File: config.mk
export PLATFORM = sky130hd
export DESIGN_NAME = easing_curve_interpolator_unit
export DESIGN_NICKNAME = d
export VERILOG_FILES = /design/src/sv/eci_pkg.sv /design/src/sv/eci_front.sv /design/src/sv/eci_queue.sv /design/src/sv/eci_back.sv /design/src/sv/easing_curve_interpolator_unit.sv
export SDC_FILE = /design/constraint.sdc
export NUM_CORES = 2
export LEC_CHECK = 0
export BUFFER_PORTS_ARGS = -buffer_cell sky130_fd_sc_hd__clkbuf_2
export CAP_MARGIN = 20
export CELL_PAD_IN_SITES_DETAIL_PLACEMENT = 0
export CELL_PAD_IN_SITES_GLOBAL_PLACEMENT = 1
export CORE_MARGIN = 3
export CORE_UTILIZATION = 58
export DETAILED_ROUTE_END_ITERATION = 10
export PLACE_DENSITY_LB_ADDON = 0.1
export REMOVE_ABC_BUFFERS = 1
export SLEW_MARGIN = 20
export SYNTH_ARGS = -nofsm -noshare
export SYNTH_HDL_FRONTEND = slang
export SYNTH_HIERARCHICAL = 1
export SYNTH_SLANG_ARGS = --single-unit
File: constraint.sdc
create_clock -name i_clk -period 21.6 [get_ports i_clk]
set_input_delay 3.24 -clock i_clk [delete_from_list [all_inputs] [get_ports i_clk]]
set_output_delay 3.24 -clock i_clk [all_outputs]
set_load 0.005 [all_outputs]
File: src/sv/eci_pkg.sv
`default_nettype none
package eci_pkg;
    localparam int FRAC_BITS_DEF = 16;

    typedef enum logic [1:0] {
        K_INOUT4 = 2'd0,
        K_OUT3   = 2'd1,
        K_IN4    = 2'd2,
        K_RSVD   = 2'd3
    } t_kind;

    localparam int QUEUE_DEPTH = 4;
endpackage
`default_nettype wire

File: src/sv/eci_front.sv
`default_nettype none
// Front: restoring divider pipeline, one quotient bit per stage.
module eci_front #(
    parameter int FRAC_BITS = eci_pkg::FRAC_BITS_DEF
) (
    input  wire logic                  i_clk,
    input  wire logic                  i_rst_n,
    input  wire logic                  i_valid,
    input  wire logic [1:0]            i_kind,
    input  wire logic [15:0]           i_elapsed,
    input  wire logic [15:0]           i_duration,
    input  wire logic signed [15:0]    i_start_value,
    input  wire logic signed [15:0]    i_end_value,
    input  wire logic                  i_stall,
    output logic                       o_valid,
    output logic [1:0]                 o_kind,
    output logic [FRAC_BITS:0]         o_t,
    output logic signed [15:0]         o_start_value,
    output logic signed [15:0]         o_end_value
);
    import eci_pkg::*;

    localparam int NS = FRAC_BITS;

    // per-stage pipeline registers
    logic [NS:0]              r_v;
    logic [1:0]               r_kind  [NS+1];
    logic                     r_full  [NS+1];
    logic [16:0]              r_rem   [NS+1];
    logic [15:0]              r_den   [NS+1];
    logic [FRAC_BITS-1:0]     r_q     [NS+1];
    logic signed [15:0]       r_sv    [NS+1];
    logic signed [15:0]       r_ev    [NS+1];

    logic [16:0] n_rem [NS];
    logic        n_bit [NS];

    // trial subtract per stage
    always_comb begin
        for (int k = 0; k < NS; k++) begin
            logic [17:0] sh;
            sh = {r_rem[k], 1'b0};
            if (sh >= {2'b00, r_den[k]}) begin
                n_bit[k] = 1'b1;
                n_rem[k] = 17'(sh - {2'b00, r_den[k]});
            end else begin
                n_bit[k] = 1'b0;
                n_rem[k] = sh[16:0];
            end
        end
    end

    always_ff @(posedge i_clk) begin
        if (!i_rst_n) begin
            r_v <= '0;
        end else if (!i_stall) begin
            r_v <= {r_v[NS-1:0], i_valid};
        end
    end

    always_ff @(posedge i_clk) begin
        if (!i_stall) begin
            r_kind[0] <= i_kind;
            r_full[0] <= (i_duration == 16'd0) || (i_elapsed >= i_duration);
            r_rem[0]  <= {1'b0, i_elapsed};
            r_den[0]  <= i_duration;
            r_q[0]    <= '0;
            r_sv[0]   <= i_start_value;
            r_ev[0]   <= i_end_value;
            for (int k = 0; k < NS; k++) begin
                r_kind[k+1] <= r_kind[k];
                r_full[k+1] <= r_full[k];
                r_rem[k+1]  <= n_rem[k];
                r_den[k+1]  <= r_den[k];
                r_q[k+1]    <= {r_q[k][FRAC_BITS-2:0], n_bit[k]};
                r_sv[k+1]   <= r_sv[k];
                r_ev[k+1]   <= r_ev[k];
            end
        end
    end

    assign o_valid       = r_v[NS];
    assign o_kind        = r_kind[NS];
    assign o_t           = r_full[NS] ? {1'b1, {FRAC_BITS{1'b0}}} : {1'b0, r_q[NS]};
    assign o_start_value = r_sv[NS];
    assign o_end_value   = r_ev[NS];
endmodule
`default_nettype wire

File: src/sv/eci_queue.sv
`default_nettype none
// Small FIFO between divider and curve pipeline.
module eci_queue #(
    parameter int W = 8,
    parameter int DEPTH = eci_pkg::QUEUE_DEPTH
) (
    input  wire logic         i_clk,
    input  wire logic         i_rst_n,
    input  wire logic         i_push,
    input  wire logic [W-1:0] i_data,
    input  wire logic         i_pop,
    output logic              o_empty,
    output logic              o_afull,
    output logic [W-1:0]      o_data
);
    import eci_pkg::*;

    localparam int AW = $clog2(DEPTH);
    logic [W-1:0] r_mem [DEPTH];
    logic [AW-1:0] r_wp, r_rp;
    logic [AW:0] r_cnt;

    always_ff @(posedge i_clk) begin
        if (!i_rst_n) begin
            r_wp <= '0; r_rp <= '0; r_cnt <= '0;
        end else begin
            if (i_push) r_wp <= AW'(r_wp + 1'b1);
            if (i_pop)  r_rp <= AW'(r_rp + 1'b1);
            r_cnt <= (AW+1)'(r_cnt + (AW+1)'(i_push) - (AW+1)'(i_pop));
        end
    end

    always_ff @(posedge i_clk) begin
        if (i_push) r_mem[r_wp] <= i_data;
    end

    assign o_data  = r_mem[r_rp];
    assign o_empty = (r_cnt == '0);
    // almost full: asserts when only one free slot remains
    assign o_afull = (r_cnt >= (AW+1)'(DEPTH - 1));
endmodule
`default_nettype wire

File: src/sv/eci_back.sv
`default_nettype none
// Back: curve evaluation and blend, at most one multiply per stage, never stalls.
module eci_back #(
    parameter int FRAC_BITS = eci_pkg::FRAC_BITS_DEF
) (
    input  wire logic               i_clk,
    input  wire logic               i_rst_n,
    input  wire logic               i_valid,
    input  wire logic [1:0]         i_kind,
    input  wire logic [FRAC_BITS:0] i_t,
    input  wire logic signed [15:0] i_start_value,
    input  wire logic signed [15:0] i_end_value,
    output logic                    o_valid,
    output logic signed [15:0]      o_value
);
    import eci_pkg::*;

    localparam int TW = FRAC_BITS + 1;
    localparam logic [TW-1:0] ONE  = TW'(1) << FRAC_BITS;
    localparam logic [TW-1:0] HALF = TW'(1) << (FRAC_BITS - 1);

    function automatic logic [TW-1:0] fxm(input logic [TW-1:0] a, input logic [TW-1:0] b);
        logic [2*TW-1:0] p;
        p = a * b;
        return TW'(p >> FRAC_BITS);
    endfunction

    logic [4:0] r_v;
    // stage 1: choose operand x (t or 1-t)
    logic [1:0] r1_k; logic r1_hi; logic [TW-1:0] r1_x;
    logic signed [15:0] r1_s, r1_e;
    // stage 2: s = x*x
    logic [1:0] r2_k; logic r2_hi; logic [TW-1:0] r2_x, r2_s;
    logic signed [15:0] r2_s0, r2_e;
    // stage 3: s*s or s*x, then f
    logic [TW-1:0] r3_f;
    logic signed [15:0] r3_s0; logic signed [16:0] r3_d;
    // stage 4: blend product
    logic signed [TW+17:0] r4_sum;
    logic signed [15:0] r5_val;

    logic [TW-1:0] n_p3, n_f;
    logic signed [TW+17:0] n_sum, n_neg;

    always_comb begin
        n_p3 = (r2_k == K_OUT3) ? fxm(r2_s, r2_x) : fxm(r2_s, r2_s);
        case (r2_k)
            K_INOUT4: n_f = r2_hi ? TW'(ONE - TW'({n_p3, 3'b000})) : TW'({n_p3, 3'b000});
            K_OUT3:   n_f = TW'(ONE - n_p3);
            default:  n_f = n_p3;
        endcase
        n_sum = ((TW+18)'(r3_s0) <<< FRAC_BITS)
                + ((TW+18)'($signed({1'b0, r3_f})) * (TW+18)'(r3_d));
        n_neg = -r4_sum;
    end

    always_ff @(posedge i_clk) begin
        if (!i_rst_n) r_v <= '0;
        else          r_v <= {r_v[3:0], i_valid};
    end

    always_ff @(posedge i_clk) begin
        r1_k  <= i_kind;
        r1_hi <= (i_t >= HALF);
        r1_x  <= ((i_kind == K_OUT3) || (i_kind == K_INOUT4 && i_t >= HALF))
                 ? TW'(ONE - i_t) : i_t;
        r1_s  <= i_start_value;
        r1_e  <= i_end_value;

        r2_k  <= r1_k; r2_hi <= r1_hi; r2_x <= r1_x;
        r2_s  <= fxm(r1_x, r1_x);
        r2_s0 <= r1_s; r2_e <= r1_e;

        r3_f  <= n_f;
        r3_s0 <= r2_s0;
        r3_d  <= 17'(r2_e) - 17'(r2_s0);

        r4_sum <= n_sum;

        r5_val <= r4_sum[TW+17] ? 16'(-(n_neg >>> FRAC_BITS))
                                : 16'(r4_sum >>> FRAC_BITS);
    end

    assign o_valid = r_v[4];
    assign o_value = r5_val;
endmodule
`default_nettype wire

File: src/sv/easing_curve_interpolator_unit.sv
`default_nettype none
// Easing curve interpolator. One item per cycle: busy rises only when the
// queue between the divider and the curve pipeline nears full, which never
// happens here since the back end cannot be stalled by the receiver.
// Each item passes the divider stages (one quotient bit per stage), then
// the queue, then five curve/blend stages; o_valid strobes once.
module easing_curve_interpolator_unit #(
    parameter int FRAC_BITS = eci_pkg::FRAC_BITS_DEF
) (
    input  wire logic               i_clk,
    input  wire logic               i_rst_n,
    input  wire logic               start,
    output logic                    busy,
    input  wire logic [1:0]         i_kind,
    input  wire logic [15:0]        i_elapsed,
    input  wire logic [15:0]        i_duration,
    input  wire logic signed [15:0] i_start_value,
    input  wire logic signed [15:0] i_end_value,
    output logic                    o_valid,
    output logic signed [15:0]      o_value
);
    import eci_pkg::*;

    localparam int QW = 2 + FRAC_BITS + 1 + 32;

    logic f_v; logic [1:0] f_k; logic [FRAC_BITS:0] f_t;
    logic signed [15:0] f_s, f_e;
    logic q_empty, q_afull, q_pop;
    logic [QW-1:0] q_out;
    logic r_take;

    always_ff @(posedge i_clk) begin
        if (!i_rst_n) r_take <= 1'b0;
        else          r_take <= start && !busy;
    end

    assign busy = q_afull;

    eci_front #(.FRAC_BITS(FRAC_BITS)) u_front (
        .i_clk, .i_rst_n, .i_valid(start && !busy),
        .i_kind, .i_elapsed, .i_duration, .i_start_value, .i_end_value,
        .i_stall(1'b0), .o_valid(f_v), .o_kind(f_k), .o_t(f_t),
        .o_start_value(f_s), .o_end_value(f_e)
    );

    eci_queue #(.W(QW), .DEPTH(QUEUE_DEPTH)) u_q (
        .i_clk, .i_rst_n, .i_push(f_v), .i_data({f_k, f_t, f_s, f_e}),
        .i_pop(q_pop), .o_empty(q_empty), .o_afull(q_afull), .o_data(q_out)
    );

    assign q_pop = !q_empty;

    eci_back #(.FRAC_BITS(FRAC_BITS)) u_back (
        .i_clk, .i_rst_n, .i_valid(q_pop),
        .i_kind(q_out[QW-1 -: 2]), .i_t(q_out[32 +: FRAC_BITS+1]),
        .i_start_value(q_out[31:16]), .i_end_value(q_out[15:0]),
        .o_valid, .o_value
    );

    a_nopopempty: assert property (@(posedge i_clk) disable iff (!i_rst_n)
        q_pop |-> !q_empty) else $error("pop from empty queue");
    a_nooverflow: assert property (@(posedge i_clk) disable iff (!i_rst_n)
        !(q_afull && f_v && !q_pop)) else $error("queue overflow");
    a_take: assert property (@(posedge i_clk) disable iff (!i_rst_n)
        (start && !busy) |=> r_take) else $error("accept lost");
endmodule
`default_nettype wire
# --- Word-level counts from Yosys, hierarchy flattened ---
# Memories as Yosys holds them, arrays and structs flattened. A register that Yosys moved wholly into a read port is not among the register bits.
# Index checks and enable logic that the tools add are counted.
word_totals:
  mem_count: 8
  ram_bits: 1632
  regBits: 251
  inputBits: 69
  output_inout_bits: 18
classes:
  magnitude_cmp: 19
  addsub: 27
  n_eq_ne: 2
  mul: 4
  reduce_logical: 10
  muxes: 42
memory_table:
  columns: ["memory", "words", "word_bits", "read_ports", "rd_ports_with_merged_regs", "write_ports", "line", "source"]
  rows:
  - ["u_front.r_rem", 17, 17, 16, 0, 17, "eci_front.sv:29", "logic [16:0] r_rem [NS+1];"]
  - ["u_front.r_den", 17, 16, 16, 0, 17, "eci_front.sv:30", "logic [15:0] r_den [NS+1];"]
  - ["u_front.r_ev", 17, 16, 17, 0, 17, "eci_front.sv:33", "logic signed [15:0] r_ev [NS+1];"]
  - ["u_front.r_q", 17, 16, 17, 0, 17, "eci_front.sv:31", "logic [FRAC_BITS-1:0] r_q [NS+1];"]
  - ["u_front.r_sv", 17, 16, 17, 0, 17, "eci_front.sv:32", "logic signed [15:0] r_sv [NS+1];"]
  - ["u_q.r_mem", 4, 51, 1, 1, 1, "eci_queue.sv:19", "logic [W-1:0] r_mem [DEPTH];"]
  - ["+2 memories", null, null, null, null, null, null, null]
op_table:
  columns: ["operator", "count"]
  rows:
  - ["17-bit 2-to-1 mux", 20]
  - ["18-bit by 16-bit greater-or-equal comparator with 1-bit output", 16]
  - ["17-bit by 16-bit subtractor with 17-bit output", 16]
  - ["17-bit by 17-bit multiplier with 33-bit output", 3]
  - ["17-bit subtractor, first input constant", 3]
  - ["32-bit by 35-bit adder with 35-bit output", 1]
  - ["18-bit by 17-bit multiplier with 35-bit output", 1]
  - ["17-bit one-hot mux with 2 select lines", 1]
  - ["32-bit negation", 1]
  - ["1-bit 2-to-1 mux", 18]
  - ["17-bit by 16-bit greater-or-equal comparator with 1-bit output, second input constant", 1]
  - ["16-bit by 16-bit subtractor with 17-bit output", 1]
  - ["16-bit greater-or-equal comparator", 1]
  - ["16-bit zero test", 1]
  - ["16-bit 2-to-1 mux", 1]
  - ["16-bit negation", 1]
  - ["2-bit by 1-bit adder with 2-bit output, second input constant", 2]
  - ["2-bit by 1-bit equality test with 1-bit output, second input constant", 2]
  - ["2-bit zero test", 2]
  - ["2-bit 2-to-1 mux", 2]
  - ["3-bit by 1-bit adder with 3-bit output", 1]
  - ["3-bit by 2-bit greater-or-equal comparator with 1-bit output, second input constant", 1]
  - ["3-bit zero test", 1]
  - ["3-bit by 1-bit subtractor with 3-bit output", 1]
  - ["3 further kinds", 6]

# --- Depth between registers and ports, before layout ---
depth:
  ltp_word: 5
  depth_mapped: 30
  depth_no_buf: 28

# --- Hierarchy ---
# Netlist, hierarchy kept.
modules_own_cells:
  columns: ["mod", "n_inst", "cells_each", "area_each_um2", "seq_area_each_um2"]
  rows:
  - ["eci_front", 1, 3684, 54257.0, 38116.6]
  - ["eci_back", 1, 4521, 41717.5, 4504.3]
  - ["eci_queue", 1, 312, 7858.8, 6306.0]
  - ["easing_curve_interpolator_unit", 1, 3, 21.3, 0.0]

# --- Worst setup path before layout ---
# No wires, ideal clock.
synth_timing:
  path_type: "register to register"
  start: "register u_back.r2_s[16]"
  end: "register u_back.r3_f[16]"
  setup_time_ps: 137
  n_path_buf: 2
  stages_incl_launch_ff: 25
  period_less_slack_ps: 7427
  t_required_ps: 21463
  t_arrival_ps: 7290
  slack_ps: 14173
  path_cell_list: "dfxtp_1 -> clkbuf_1 -> clkbuf_1 -> nand2_1 -> fa_1 -> inv_1 -> fa_1 -> fa_1 -> fa_1 -> fa_1 -> inv_1 -> fa_1 -> inv_1 -> ha_1 -> a21oi_1 -> o21ai_0 -> a211oi_1 -> a21bo_2 -> xor2_1 -> a211oi_1 -> and2_0 -> nand2_1 -> or4_1 -> a211oi_2 -> a221oi_2"
synth_via:
  elab_chain_cells: 5
  elab_cells_between_ends: 7
synth_lines:
  columns: ["element", "line", "source"]
  rows:
  - ["from (decl)", "eci_back.sv:33", "logic [1:0] r2_k; logic r2_hi; logic [TW-1:0] r2_x, r2_s;"]
  - ["from (signal assigned)", "eci_back.sv:71", "r2_s <= fxm(r1_x, r1_x);"]
  - ["17-bit by 17-bit multiplier with 33-bit output", "eci_back.sv:24", "p = a * b;"]
  - ["17-bit 2-to-1 mux *", "eci_back.sv:46", "n_p3 = (r2_k == K_OUT3) ? fxm(r2_s, r2_x) : fxm(r2_s, r2_s);"]
  - ["17-bit subtractor", "eci_back.sv:48", "K_INOUT4: n_f = r2_hi ? TW'(ONE - TW'({n_p3, 3'b000})) : TW'({n_p3, 3'b000});"]
  - ["17-bit 2-to-1 mux", "eci_back.sv:48", null]
  - ["17-bit one-hot mux with 2 select lines *", "eci_back.sv:47", "case (r2_k)"]
  - ["net u_back.n_f[16]", "eci_back.sv:42", "logic [TW-1:0] n_p3, n_f;"]
  - ["to (signal assigned)", "eci_back.sv:74", "r3_f <= n_f;"]
  - ["to (decl)", "eci_back.sv:36", "logic [TW-1:0] r3_f;"]
# Mark *: on every way through the listed nets, which the timed path passes. The rest lies on a longest branch.
# A chain may end at the register's enable or synchronous reset.

# --- Worst setup path after layout ---
layout_timing:
  start: "register u_back.r2_s[4]"
  end: "register u_back.r3_f[16]"
# The elaborated chain is that of the path after synthesis.

==> impl_results.md <==
- Max-Cap Viols: 0
- Critical path buffer and inverter count: 3
- Sequential element share of the synthesized area: 47.1%
- Starting density of the core: 58.6%
- Worst reg2reg startpoint: u_back/r2_s[4]
- Mean instance size in the synthesized netlist: 12.2 um2
- RSZ-0062 raised after global routing: false
- Synth Register Bits: 1,713
- Slew at the pin closest to its max-slew limit: 1.08 ns
- Proportion of layout cells with a drive suffix above 1: 6.84%
- Cell type with the largest total area after synthesis: sky130_fd_sc_hd__edfxtp_1
- Outcome: completed
- Chip width: 429 um
- CTS tree: built
- Number of vias in the routed layout: 59,888
- Final number of max-transition violations: 0
- Worst min-delay path category: reg -> reg
- H-tree lvl count: 4
- Maximum root-to-sink buffer count: 3
- Remaining routing DRC violations: 0
- Delay of the slowest cell on the worst path: 0.90 ns
- Data arrival, critical path: 8.82 ns
- Number of antenna violations at the first check in global routing: 6
- Clock slew at reported path FFs: 0.06 ns
- Post-synth top area share: 42.3%
- Crit Path Class: reg -> reg
- Total wirelength of the detailed-routed design: 196,000 um
- Nature of the critical path startpoint: register
- Post-DR wirelength/cell: 17.7 um
- Period Utilization, post-route: 37.8%
- Netlist Area Pre-Place: 104,000 um2
- Number of clock buffers inserted by TritonCTS: 171
- Final Critical Period: 8.16 ns
- Post-detail-place hpwl: 139,000 um
- Critical path data required time: 22.27 ns
- Main area contributors after synthesis: sky130_fd_sc_hd__edfxtp_1 42%, sky130_fd_sc_hd__fa_1 17%, sky130_fd_sc_hd__ha_1 9.0%
- CP delay by family, top: adder cells
- Total of buffers placed on input and output ports: 86
- CTS Root Buffer Type: sky130_fd_sc_hd__clkbuf_16
- Global-route wire length before repair: 324,000 um
- Die extent in y: 429 um
- Most used cells in the layout excluding fill and tap cells: 1,462 x sky130_fd_sc_hd__edfxtp_1, 1,419 x sky130_fd_sc_hd__inv_1, 859 x sky130_fd_sc_hd__fa_1
- Hold Crit Start: u_back/r1_e[4]
- End of the worst register-to-register path: u_back/r3_f[16]
- Core Rows: 154
- Placer's final routability congestion estimate: 0.854
- Worst Setup End Kind: register
- Drt via density: 5.41
- Number of setup buffers added after CTS: 0
- Grt total ovfl: 0
- Via count of the first global-routing pass: 61,914
- Clk sinks: 1,713
- Pin count of the biggest net entering global routing: 1,259
- Die outline area: 184,000 um2
- Remaining max-slew budget at the tightest pin: 28.1%
- Number of failing hold endpoints at the final stage: 0
- Register-to-Register Path Depth: 22
- Most frequent standard cell in the layout excluding fill and tap cells: sky130_fd_sc_hd__edfxtp_1
- Layout Nets: 10,259
- GR Util All Layers: 21.8%
- Synth-to-layout area growth: 8.11%
- Post-cts resize count: 0
- Core region area: 177,000 um2
- Yosys Warn Count: 6
- Number of library cell types mapped by synthesis: 101
- Setup-failing EPs final: 0
- Destination of the worst hold path: u_back/r2_e[4]
- Post-Route Setup TNS: 0 ns
- Post-Synthesis Cells: 8,520
- Critical Path Most Common Cell: sky130_fd_sc_hd__fa_1
- Util after Layout: 63.4%
- Reg-to-reg setup timing slack: 13.44 ns
- Most used DFF post-synth: sky130_fd_sc_hd__edfxtp_1
- Hold buffers post-CTS: 0
- CP max FO: 34
- Final ANT Viol Nets: 0
- Max frequency: 0.123 GHz
- Post-route clock skew: 0.0530 ns
- Number of synthesized flops with an enable pin: 1,462
- Share of flip-flops with an asynchronous set or reset after synthesis: 0%
- Detailed-routing iteration count for the pre-antenna-repair pass: 5
- Chain of cells forming the critical path: nand2_1 > fa_1 > inv_1 > fa_1 > fa_1 > fa_1 > fa_1 > inv_1 > fa_1 > inv_1 > ha_1 > a21oi_1 > o21ai_0 > a211oi_1 > a21bo_2 > xor2_1 > a211oi_1 > and2_0 > nand2_1 > or4_1 > a211oi_2 > a221oi_2
- Top-Level Pins: 87
- Worst path slowest cell: sky130_fd_sc_hd__dfxtp_2
- Source-to-sink clock delay at the later pin of the worst-skew pair: 0.81 ns
- Count of routing violations after the opening detailed-route iteration: 3,570
- Worst Hold Path Cells: 0
==> synth_stat cells, types with 8 or more instances <==
cell type,instances
sky130_fd_sc_hd__edfxtp_1,1462
sky130_fd_sc_hd__inv_1,1419
sky130_fd_sc_hd__fa_1,859
sky130_fd_sc_hd__ha_1,746
sky130_fd_sc_hd__nand2_1,739
sky130_fd_sc_hd__and2_1,367
sky130_fd_sc_hd__a21oi_1,325
sky130_fd_sc_hd__nor2_1,299
sky130_fd_sc_hd__o21ai_0,261
sky130_fd_sc_hd__dfxtp_1,251
sky130_fd_sc_hd__xnor2_1,208
sky130_fd_sc_hd__clkbuf_1,188
sky130_fd_sc_hd__a21o_1,157
sky130_fd_sc_hd__xor2_1,117
sky130_fd_sc_hd__nor2b_1,99
sky130_fd_sc_hd__mux2_2,82
sky130_fd_sc_hd__nand3_1,72
sky130_fd_sc_hd__nand2b_1,71
sky130_fd_sc_hd__nor3_1,70
sky130_fd_sc_hd__o21a_1,59
sky130_fd_sc_hd__mux4_2,50
sky130_fd_sc_hd__a31oi_1,41
sky130_fd_sc_hd__nand4_1,41
sky130_fd_sc_hd__mux2i_1,40
sky130_fd_sc_hd__and3_1,38
sky130_fd_sc_hd__o21bai_1,34
sky130_fd_sc_hd__o31ai_1,30
sky130_fd_sc_hd__a211oi_1,26
sky130_fd_sc_hd__buf_2,25
sky130_fd_sc_hd__and4_1,18
sky130_fd_sc_hd__nor4_1,18
sky130_fd_sc_hd__buf_4,16
sky130_fd_sc_hd__o211ai_1,16
sky130_fd_sc_hd__o31a_1,16
sky130_fd_sc_hd__or2_2,16
sky130_fd_sc_hd__a21boi_0,15
sky130_fd_sc_hd__a2111oi_0,12
sky130_fd_sc_hd__a221oi_1,12
sky130_fd_sc_hd__or3_1,12
sky130_fd_sc_hd__nand3b_1,10
sky130_fd_sc_hd__a311oi_1,8
sky130_fd_sc_hd__nor3b_1,8
==> metal layers <==
layer / wire length, um / up-vias / global-route usage, % / share of wire (%)
met4: 3930 / 8 / 5.44 / 2.0
met2: 98200 / 1039 / 37.2 / 50
li1: - / 28719 / - / -
met1: 86000 / 29846 / 29.7 / 44
met5: 60 / - / 0 / 0.031
met3: 7360 / 276 / 2.91 / 3.8
==> state kept, by name, indices dropped and copies added (netlist names), 33 cells and up, named ones only <==
register        cells
u_q/r_mem         204
u_back/r4_sum      33
u_front/r_q       136
u_front/r_kind     34
u_front/r_sv      272
u_front/r_den     256
u_front/r_ev      272
u_front/r_rem     271
==> how the worst max path moves through the flow <==
stage	from	endpoint	slack [ns]	depth (start not counted)
after floorplan	u_back/r2_s[2]	u_back/r3_f[16]	14.07	23
after global placement	u_back/r2_s[4]	u_back/r3_f[16]	13.55	22
after detailed placement	u_back/r2_x[10]	u_back/r3_f[16]	13.37	23
after CTS	u_back/r2_s[4]	u_back/r3_f[16]	13.40	22
after global routing	u_back/r2_s[4]	u_back/r3_f[16]	12.93	24
final	u_back/r2_s[4]	u_back/r3_f[16]	13.44	22
==> area by class of cell <==
type	count	area, um2
Clock inverter	107	1230
Clock buffer	210	4520
Fill cell	13567	64800
Multi-Input combinational cell	5141	48500
Antenna cell	2	5.00
Tap cell	2340	2930
Timing Repair Buffer	135	798
Sequential cell	1713	48900
Inverter	1423	5340
==> per-stage QoR <==
step                      setup WS (ns)  cell area, um2  instances  hold slack [ns]
after floorplan                   14.07          103000       8277            0.310
final                             13.44          112000      11071            0.326
after global routing              12.93          112000      11071            0.324
after global placement            13.55          107000      10752            0.310
after CTS                         13.40          112000      11069            0.326
after detailed placement          13.37          107000      10752            0.312
==> cell families after synthesis <==
logic type | share of synthesized area, %
compound gates | 6.89
xor+xnor | 2.74
flops | 47.1
mux | 2.47
fa+ha+maj | 25.5
buf+inv | 6.21
simple gates | 9.03
other cells | 0.00361
Power is not shown: default switching activity piles up to over one toggle a cycle in this logic, so the estimate is an artifact.
